$ cat config.mk
export PLATFORM = sky130hd
export DESIGN_NAME = rta_ctrl
export DESIGN_NICKNAME = d
export VERILOG_FILES = /design/src/design/rta_pkg.sv /design/src/design/rta_ctrl.sv
export SDC_FILE = /design/constraint.sdc
export NUM_CORES = 1
export LEC_CHECK = 0
export BUFFER_PORTS_ARGS = -buffer_cell sky130_fd_sc_hd__buf_2
export CAP_MARGIN = 20
export CELL_PAD_IN_SITES_DETAIL_PLACEMENT = 0
export CELL_PAD_IN_SITES_GLOBAL_PLACEMENT = 1
export CORE_MARGIN = 10
export CORE_UTILIZATION = 30
export DETAILED_ROUTE_END_ITERATION = 16
export PLACE_DENSITY = 0.75
export SYNTH_ARGS = -nofsm -noshare
export SYNTH_HDL_FRONTEND = slang
export SYNTH_SLANG_ARGS = --single-unit
$ cat constraint.sdc
create_clock -name clk -period 1.45 [get_ports clk]
set_input_delay 0.145 -clock clk [delete_from_list [all_inputs] [get_ports clk]]
set_output_delay 0.145 -clock clk [all_outputs]
set_load 0.005 [all_outputs]
$ cat src/design/rta_pkg.sv
// Shared types, operation and status codes, and datapath command codes
// for the region table allocator. No dependencies.
`timescale 1ns / 1ps
package rta_pkg;

  localparam int REGION_SLOTS = 128;

  localparam logic [1:0] OP_ADD     = 2'd0;
  localparam logic [1:0] OP_RESERVE = 2'd1;
  localparam logic [1:0] OP_ALLOC   = 2'd2;
  localparam logic [1:0] OP_QUERY   = 2'd3;

  localparam logic [1:0] ST_OK    = 2'd0;
  localparam logic [1:0] ST_FULL  = 2'd1;
  localparam logic [1:0] ST_NOFIT = 2'd2;

  localparam int CMD_W = 5;
  localparam logic [CMD_W-1:0] CMD_NOP      = 5'd0;
  localparam logic [CMD_W-1:0] CMD_LOAD     = 5'd1;
  localparam logic [CMD_W-1:0] CMD_DISPATCH = 5'd2;
  localparam logic [CMD_W-1:0] CMD_I_RD     = 5'd3;
  localparam logic [CMD_W-1:0] CMD_I_EV     = 5'd4;
  localparam logic [CMD_W-1:0] CMD_M_RD     = 5'd5;
  localparam logic [CMD_W-1:0] CMD_M_EV     = 5'd6;
  localparam logic [CMD_W-1:0] CMD_M_END    = 5'd7;
  localparam logic [CMD_W-1:0] CMD_SU_RD    = 5'd8;
  localparam logic [CMD_W-1:0] CMD_SU_WR    = 5'd9;
  localparam logic [CMD_W-1:0] CMD_SD_RD    = 5'd10;
  localparam logic [CMD_W-1:0] CMD_SD_WR    = 5'd11;
  localparam logic [CMD_W-1:0] CMD_G_URD    = 5'd12;
  localparam logic [CMD_W-1:0] CMD_G_UEV    = 5'd13;
  localparam logic [CMD_W-1:0] CMD_G_TOP    = 5'd14;
  localparam logic [CMD_W-1:0] CMD_G_FIT    = 5'd15;
  localparam logic [CMD_W-1:0] CMD_G_RRD    = 5'd16;
  localparam logic [CMD_W-1:0] CMD_G_REV    = 5'd17;
  localparam logic [CMD_W-1:0] CMD_DONE     = 5'd18;

  typedef struct packed {
    logic [1:0]  op;
    logic [63:0] base_addr;
    logic [63:0] length;
    logic [63:0] limit_addr;
    logic [5:0]  align_log2;
  } req_t;

  typedef struct packed {
    logic [1:0]  status;
    logic [63:0] result_addr;
  } rsp_t;

  typedef struct packed {
    logic [63:0] start;
    logic [63:0] stop;
  } entry_t;

  typedef struct packed {
    logic [CMD_W-1:0] code;
  } cmd_t;

  typedef struct packed {
    logic [1:0] op;
    logic i_lt_n;
    logic ins_below;
    logic k_lt_n;
    logic merge_hit;
    logic k_eq_i;
    logic full;
    logic m_gt_i;
    logic m_lt_n;
    logic ins_zero;
    logic gap_bad;
    logic ui_lt_un;
    logic u_before;
    logic u_after;
    logic top_stop;
    logic fit_fail;
    logic j_lt_rn;
    logic r_below;
    logic r_clear;
  } flags_t;

endpackage

$ cat src/design/rta_ctrl.sv
// Controller: sequences insert, merge, shift and gap search steps and
// owns the handshake state. Uses rta_pkg.
`timescale 1ns / 1ps
module rta_ctrl (
  input  logic            clk,
  input  logic            rst,
  input  logic            req_valid,
  output logic            req_ready,
  output logic            rsp_valid,
  input  logic            rsp_ready,
  input  rta_pkg::flags_t flags,
  output rta_pkg::cmd_t   cmd
);

  localparam logic [4:0] S_IDLE     = 5'd0;
  localparam logic [4:0] S_DISPATCH = 5'd2;
  localparam logic [4:0] S_I_RD     = 5'd3;
  localparam logic [4:0] S_I_EV     = 5'd4;
  localparam logic [4:0] S_M_RD     = 5'd5;
  localparam logic [4:0] S_M_EV     = 5'd6;
  localparam logic [4:0] S_M_END    = 5'd7;
  localparam logic [4:0] S_SU_RD    = 5'd8;
  localparam logic [4:0] S_SU_WR    = 5'd9;
  localparam logic [4:0] S_SD_RD    = 5'd10;
  localparam logic [4:0] S_SD_WR    = 5'd11;
  localparam logic [4:0] S_G_URD    = 5'd12;
  localparam logic [4:0] S_G_UEV    = 5'd13;
  localparam logic [4:0] S_G_TOP    = 5'd14;
  localparam logic [4:0] S_G_FIT    = 5'd15;
  localparam logic [4:0] S_G_RRD    = 5'd16;
  localparam logic [4:0] S_G_REV    = 5'd17;
  localparam logic [4:0] S_DONE     = 5'd18;

  logic [4:0] state, state_next;
  logic [4:0] found_next;
  logic done_fire;

  assign req_ready = state == S_IDLE;
  assign done_fire = (state == S_DONE) && (!rsp_valid || rsp_ready);
  assign found_next = (flags.op == rta_pkg::OP_QUERY) ? S_DONE : S_I_RD;

  always_comb begin
    state_next = state;
    cmd.code = rta_pkg::CMD_NOP;
    case (state)
      S_IDLE: begin
        if (req_valid) begin
          cmd.code = rta_pkg::CMD_LOAD;
          state_next = S_DISPATCH;
        end
      end
      S_DISPATCH: begin
        cmd.code = rta_pkg::CMD_DISPATCH;
        if (flags.op == rta_pkg::OP_ADD || flags.op == rta_pkg::OP_RESERVE) begin
          state_next = flags.ins_zero ? S_DONE : S_I_RD;
        end else begin
          state_next = flags.gap_bad ? S_DONE : S_G_URD;
        end
      end
      S_I_RD: begin
        cmd.code = rta_pkg::CMD_I_RD;
        state_next = flags.i_lt_n ? S_I_EV : S_M_RD;
      end
      S_I_EV: begin
        cmd.code = rta_pkg::CMD_I_EV;
        state_next = flags.ins_below ? S_I_RD : S_M_RD;
      end
      S_M_RD: begin
        cmd.code = rta_pkg::CMD_M_RD;
        state_next = flags.k_lt_n ? S_M_EV : S_M_END;
      end
      S_M_EV: begin
        cmd.code = rta_pkg::CMD_M_EV;
        state_next = flags.merge_hit ? S_M_RD : S_M_END;
      end
      S_M_END: begin
        cmd.code = rta_pkg::CMD_M_END;
        if (flags.k_eq_i) state_next = flags.full ? S_DONE : S_SU_RD;
        else state_next = S_SD_RD;
      end
      S_SU_RD: begin
        cmd.code = rta_pkg::CMD_SU_RD;
        state_next = flags.m_gt_i ? S_SU_WR : S_DONE;
      end
      S_SU_WR: begin
        cmd.code = rta_pkg::CMD_SU_WR;
        state_next = S_SU_RD;
      end
      S_SD_RD: begin
        cmd.code = rta_pkg::CMD_SD_RD;
        state_next = flags.m_lt_n ? S_SD_WR : S_DONE;
      end
      S_SD_WR: begin
        cmd.code = rta_pkg::CMD_SD_WR;
        state_next = S_SD_RD;
      end
      S_G_URD: begin
        cmd.code = rta_pkg::CMD_G_URD;
        state_next = flags.ui_lt_un ? S_G_UEV : S_DONE;
      end
      S_G_UEV: begin
        cmd.code = rta_pkg::CMD_G_UEV;
        if (flags.u_before) state_next = S_G_URD;
        else if (flags.u_after) state_next = S_DONE;
        else state_next = S_G_TOP;
      end
      S_G_TOP: begin
        cmd.code = rta_pkg::CMD_G_TOP;
        state_next = flags.top_stop ? S_G_URD : S_G_FIT;
      end
      S_G_FIT: begin
        cmd.code = rta_pkg::CMD_G_FIT;
        state_next = flags.fit_fail ? S_G_URD : S_G_RRD;
      end
      S_G_RRD: begin
        cmd.code = rta_pkg::CMD_G_RRD;
        state_next = flags.j_lt_rn ? S_G_REV : found_next;
      end
      S_G_REV: begin
        cmd.code = rta_pkg::CMD_G_REV;
        if (flags.r_below) state_next = S_G_RRD;
        else if (flags.r_clear) state_next = found_next;
        else state_next = S_G_TOP;
      end
      S_DONE: begin
        if (done_fire) begin
          cmd.code = rta_pkg::CMD_DONE;
          state_next = S_IDLE;
        end
      end
      default: begin
        state_next = S_IDLE;
      end
    endcase
  end

  always_ff @(posedge clk) begin
    if (rst) begin
      state <= S_IDLE;
      rsp_valid <= 1'b0;
    end else begin
      state <= state_next;
      if (done_fire) rsp_valid <= 1'b1;
      else if (rsp_ready) rsp_valid <= 1'b0;
    end
  end

endmodule

==> results_dict.tcl, run 1 <==
set metrics [dict create \
    synth_ff_type "dfxtp_1" \
    hp-class "input pin to flop" \
    synth_top_cell_by_area "dfxtp_1" \
    die_h_um 71.9 \
    crit_top_cell "buf_6" \
    postSynthCellCount 111 \
    num_antenna_cells 0 \
    netSwitchingPower_mw 0.655 \
    cts_sinks 6 \
    min_to "state[0]" \
    drc 0 \
    required_ns 1.31 \
    crit_path_top_delay_cell "dfxtp_2" \
    power_density_nw_per_um2 1230 \
    irDropWorstVdd_uv 613 \
    min_path_cells 2 \
    core_area_um2 2520 \
    dieArea_um2 5160 \
    area_delta_synth_final_pct 54.7 \
    rows 18 \
    fin_util_pct 49.5 \
    rsz0062_at_grt "yes" \
    yosysSeqAreaShare_pct 14.9 \
    antenna_found_initial 0 \
    reg2regPathDepth 5 \
    pwr-share-clk_pct 10.3 \
    clock_latency_ns 0.24 \
    finalCriticalPeriod_ns 1.52 \
    start_kind "flop" \
    yosys-top-cells-count "10 x o21ai_0, 9 x nand2_1, 9 x nor2b_1" \
    syn_nets 135 \
    synth_most_common_cell "o21ai_0" \
    dp_hpwl_um 2330 \
    cap_violations 0 \
    drt_iter0_drc 47 \
    synth_seq_cells 6 \
    grt_overflow_total 0 \
    min_period_over_period_pct 105 \
    critPathKind "flop to primary output" \
    synth_top_area_share_pct 14.9 \
    synth-async-reset-ratio_pct 0 \
    clockBufferDepth 2 \
    numPortBuffers 30 \
    routed_wl_um 2880 \
    end_kind "primary output" \
    crit_arrival_ns 1.37 \
    setup_viol 4 \
    grt_pass1_wl_um 4780 \
    internal_power_mw 0.875 \
    max_freq_mhz 659 \
    grt_pass1_vias 1047 \
    ant_nets 0 \
    violations "negative setup slack" \
    outcome "complete, but fails checks" \
    swShare_pct 42.8 \
    routed_via_density 5.46 \
    numCtsBuffers 3 \
    p_leak_nw 0.578 \
    multi_input_area_um2 678 \
    ioPinCount 31 \
    synth_edf_count 0 \
    yosys_warnings 0 \
    drv_slew 0 \
    synth_area_leaders "dfxtp_1 15%, nor2b_1 7.0%, o21ai_0 6.2%, nand3_1 4.3%, nand2_1 4.2%" \
    start_util_pct 32.0 \
    min_from "rst" \
    root_buffer "clkbuf_4" \
    slowest_delay_ns 0.33 \
    routedWlPerCell_um 15.1 \
    r2r_end "state[1]" \
    cp_num_buf_inv 3 \
    cp_max_fo 4 \
    setup_ws_ns -0.0675 \
    place.gp.congestion 0.930 \
    comb_power_share_pct 69.9 \
    grt_usage_pct 11.0 \
    hold_viol_final 0 \
    fillers 251 \
    ys_types 44 \
    crit_chain "buf_6 > nor3_4 > buf_6 > mux2i_1 > o21ai_1 > buf_2" \
    htree_levels 1 \
    cts_tree "yes" \
    clk_pin_slew_worst_paths_ns 0.05 \
    r2r_setup_slack_ns -0.01 \
    slew_headroom_pct 81.2 \
    vias 1043 \
    die_w_um 71.9 \
    netlist_area_um2 807 \
    r2r_start "state[3]" \
    finalNetCount 187 \
    ff_latch_area_um2 131 \
    drive_above_1_share_pct 50.9 \
    worstMarginPinSlew_ns 0.280 \
    syn_area_per_cell_um2 7.27 \
    skew_ns 0.00155 \
    crit_family "buffers and inverters" \
    first_pass_iters 4 \
    preCtsSetupSlack_ns -0.108 \
    sequentialPowerShare_pct 19.8 \
    total_power_mw 1.53 \
    grt_max_degree 17 \
]
## registers in the layout, indices dropped and copies added, names as in the netlist
name       flops
state          5
rsp_valid      1
## power groups by stage
stage                     sequential (mW)  clock [mW]  combinational (mW)
after global routing                0.309       0.173                1.18
after CTS                           0.302       0.165                1.02
after global placement              0.293           0               0.910
after detailed placement            0.294           0               0.910
final                               0.303       0.157                1.07
after floorplan                     0.223           0               0.589
## cells by family (layout without fill, tap and decap cells)
kind of cell | count (synthesis) | in the layout | share of synthesized area (%)
AND/OR/NAND/NOR | 54 | 54 | 40.6
buffers and inverters | 11 | 61 | 7.91
AO/OA/AOI/OAI | 36 | 36 | 31.5
flip-flops | 6 | 6 | 14.9
multiplexers | 4 | 4 | 5.12
## how the worst max path moves through the flow
stage | slack, ns | depth (start not counted) | startpoint | endpoint
6_report | -0.07 | 6 | state[3] | cmd[0]
3_5_place_dp | -0.11 | 5 | state[1] | state[0]
4_1_cts | -0.07 | 4 | state[3] | req_ready
3_3_place_gp | -0.08 | 5 | state[1] | state[0]
5_1_grt | -0.16 | 6 | state[3] | cmd[0]
2_1_floorplan | 0.06 | 6 | state[4] | state[0]
## routing by layer
metal	vias up	GRT usage, %	share of wire, %
met1	480	12.8	43
met5	-	0	0
li1	520	-	-
met4	0	2.58	1.1
met3	5	4.27	8.7
met2	38	18.2	47
## through the flow
| step | hold WS, ns | TNS [ns] | cells | area, µm² |
|---|---|---|---|---|
| floorplan | 0.211 | 0 | 111 | 807 |
| global placement | 0.411 | -0.165 | 183 | 1100 |
| detailed placement | 0.417 | -0.232 | 183 | 1100 |
| CTS | 0.148 | -0.143 | 189 | 1200 |
| global route | 0.156 | -0.676 | 191 | 1250 |
| finish | 0.162 | -0.145 | 191 | 1250 |
## layout make-up
class	instances	share of cell area, %
Clock buffer	3	1.80
Multi-Input combinational cell	94	54.3
Sequential cell	6	10.5
Tap cell	30	3.01
Timing Repair Buffer	56	29.8
Inverter	2	0.601
## layout by cell type (no fill, tap or decap), types with 5 or more instances in the layout
cell	netlist	final
nor2_1	6	5
buf_4	3	19
buf_2	3	30
o21ai_0	10	9
buf_6	1	7
nand2_1	9	9
a31oi_1	5	5
nor2b_1	9	7
nand3_1	7	7
## what timing repair did
item	CTS	global route
endpoints found under the setup margin	9	9
hold buffers	0	0
pin swaps	4	3
resized for setup	18	9
buffers inserted	3	2
(Power assumes the default switching activity.)
==> inputs of run 2 (changes only) <==
- BUFFER_PORTS_ARGS: -buffer_cell sky130_fd_sc_hd__buf_2 -> -buffer_cell sky130_fd_sc_hd__buf_4
- clock period: 1.45 -> 1.2 ns (I/O delays scaled with it)
==> results_dict.tcl, run 2 (synthesized netlist as in run 1, its figures left out) <==
set metrics [dict create \
    ioPinCount 31 \
    grt_pass1_wl_um 5460 \
    top_regs "state: 5 flops, rsp_valid: 1 flops" \
    routedWlPerCell_um 16.7 \
    grt_usage_pct 12.6 \
    slew_headroom_pct 80.2 \
    finalNetCount 194 \
    critPathKind "flop to primary output" \
    drive_above_1_share_pct 58.3 \
    hold_viol_final 0 \
    core_area_um2 2520 \
    htree_levels 1 \
    hold_buffers 0 \
    grt_pass1_vias 1162 \
    vias 1099 \
    place.gp.congestion 0.892 \
    worstMarginPinSlew_ns 0.294 \
    grt_overflow_total 0 \
    violations "negative setup slack" \
    outcome "complete, but fails checks" \
    area_delta_synth_final_pct 81.2 \
    numCtsBuffers 3 \
    drv_slew 0 \
    drc 0 \
    cts_tree "yes" \
    die_h_um 71.9 \
    routed_via_density 5.55 \
    required_ns 1.08 \
    ant_nets 0 \
    max_freq_mhz 657 \
    grt_max_degree 10 \
    hp-class "input pin to flop" \
    cts_sinks 6 \
    p_leak_nw 0.648 \
    root_buffer "clkbuf_4" \
    power_density_nw_per_um2 1540 \
    postLayoutCellArea_um2 1460 \
    clockBufferDepth 2 \
    rows 18 \
    start_util_pct 32.0 \
    rsz0062_at_grt "yes" \
    antenna_found_initial 0 \
    top_register "state" \
    numPortBuffers 30 \
    finalCriticalPeriod_ns 1.52 \
    start_kind "flop" \
    fillers 228 \
    routed_wl_um 3300 \
    drt_iter0_drc 48 \
    irDropWorstVdd_uv 807 \
    end_kind "primary output" \
    layout_common_cells "48 x buf_4, 12 x buf_6, 9 x nand2_1, 8 x o21ai_0, 7 x nand3_1" \
    final_common_cell "buf_4" \
    dieArea_um2 5160 \
    skew_ns 0.00584 \
    clock_latency_ns 0.24 \
    crit_arrival_ns 1.40 \
    min_period_over_period_pct 127 \
    placed_area_um2 1230 \
    largest_register_ffs 5 \
    clk_pin_slew_worst_paths_ns 0.05 \
    dp_hpwl_um 2580 \
    preCtsSetupSlack_ns -0.386 \
    die_w_um 71.9 \
    cp_max_fo 8 \
    cap_violations 0 \
    setup_ws_ns -0.321 \
    num_antenna_cells 0 \
    first_pass_iters 4 \
    setup_viol 9 \
]
-- run 2: cell count changes in the layout (fill, tap and decap cells not counted), moves of 2 or more --
cell / before / now
nor2b_1: 7 / 5
buf_4: 19 / 48
dfxtp_4: 2 / 5
nor2b_2: 1 / 3
buf_2: 30 / 1
buf_12: 0 / 2
buf_6: 7 / 12
dfxtp_2: 3 / 1
-- run 2: cell type report --
type | instances | area, µm² | share of cell area, %
Multi-Input combinational cell | 94 | 712 | 48.7
Timing Repair Buffer | 63 | 541 | 37.0
Sequential cell | 6 | 140 | 9.58
Tap cell | 30 | 37.5 | 2.57
Clock buffer | 3 | 22.5 | 1.54
Inverter | 2 | 10.0 | 0.684
-- run 2: timing repair --
action	in CTS	in global routing
gates resized for setup	31	14
setup endpoints to repair	11	12
buffers inserted	4	1
pin swaps	7	2
cloned	1	0
-- run 2: layer usage --
layer	GRT usage, %	vias to the layer above	share of wire (%)
met3	4.27	10	8.8
met1	13.8	498	40
met4	6.45	0	3.1
li1	-	534	-
met2	21.1	57	48
met5	0	-	0
-- run 2: worst paths after layout --
check / endpoint / slack [ns] / start / depth (start not counted)
worst max-delay path: req_ready / -0.32 / state[2] / 4
worst min-delay path: state[0] / 0.07 / rst / 2
worst max register to register: state[1] / -0.25 / state[2] / 5
worst min register to register: rsp_valid / 0.62 / rsp_valid / 3
-- run 2: worst max-delay path, stage by stage (launching register included) --
cell,delay (ns)
dfxtp_4,0.36
buf_6,0.14
or3_4,0.42
nor3_2,0.12
buf_4,0.13
-- run 2: per-stage QoR --
stage	std cells	hold WS (ns)	TNS [ns]	total power, mW	utilization, %
finish	198	0.0733	-1.87	2.25	58.0
global route	198	0.0755	-2.54	2.41	58.0
CTS	197	0.0689	-1.82	2.14	55.8
detailed placement	189	0.338	-2.07	1.66	49.0
global placement	189	0.333	-1.90	1.66	49.0
floorplan	111	0.186	-0.583	0.996	-
-- run 2: report_power, final --
part           internal (mW)  switching (mW)  total [mW]  leakage, nW
sequential             0.263          0.0933       0.356       0.0530
clock                  0.113          0.0714       0.184       0.0138
combinational          0.954           0.752        1.71        0.581
total                   1.33           0.916        2.25        0.648
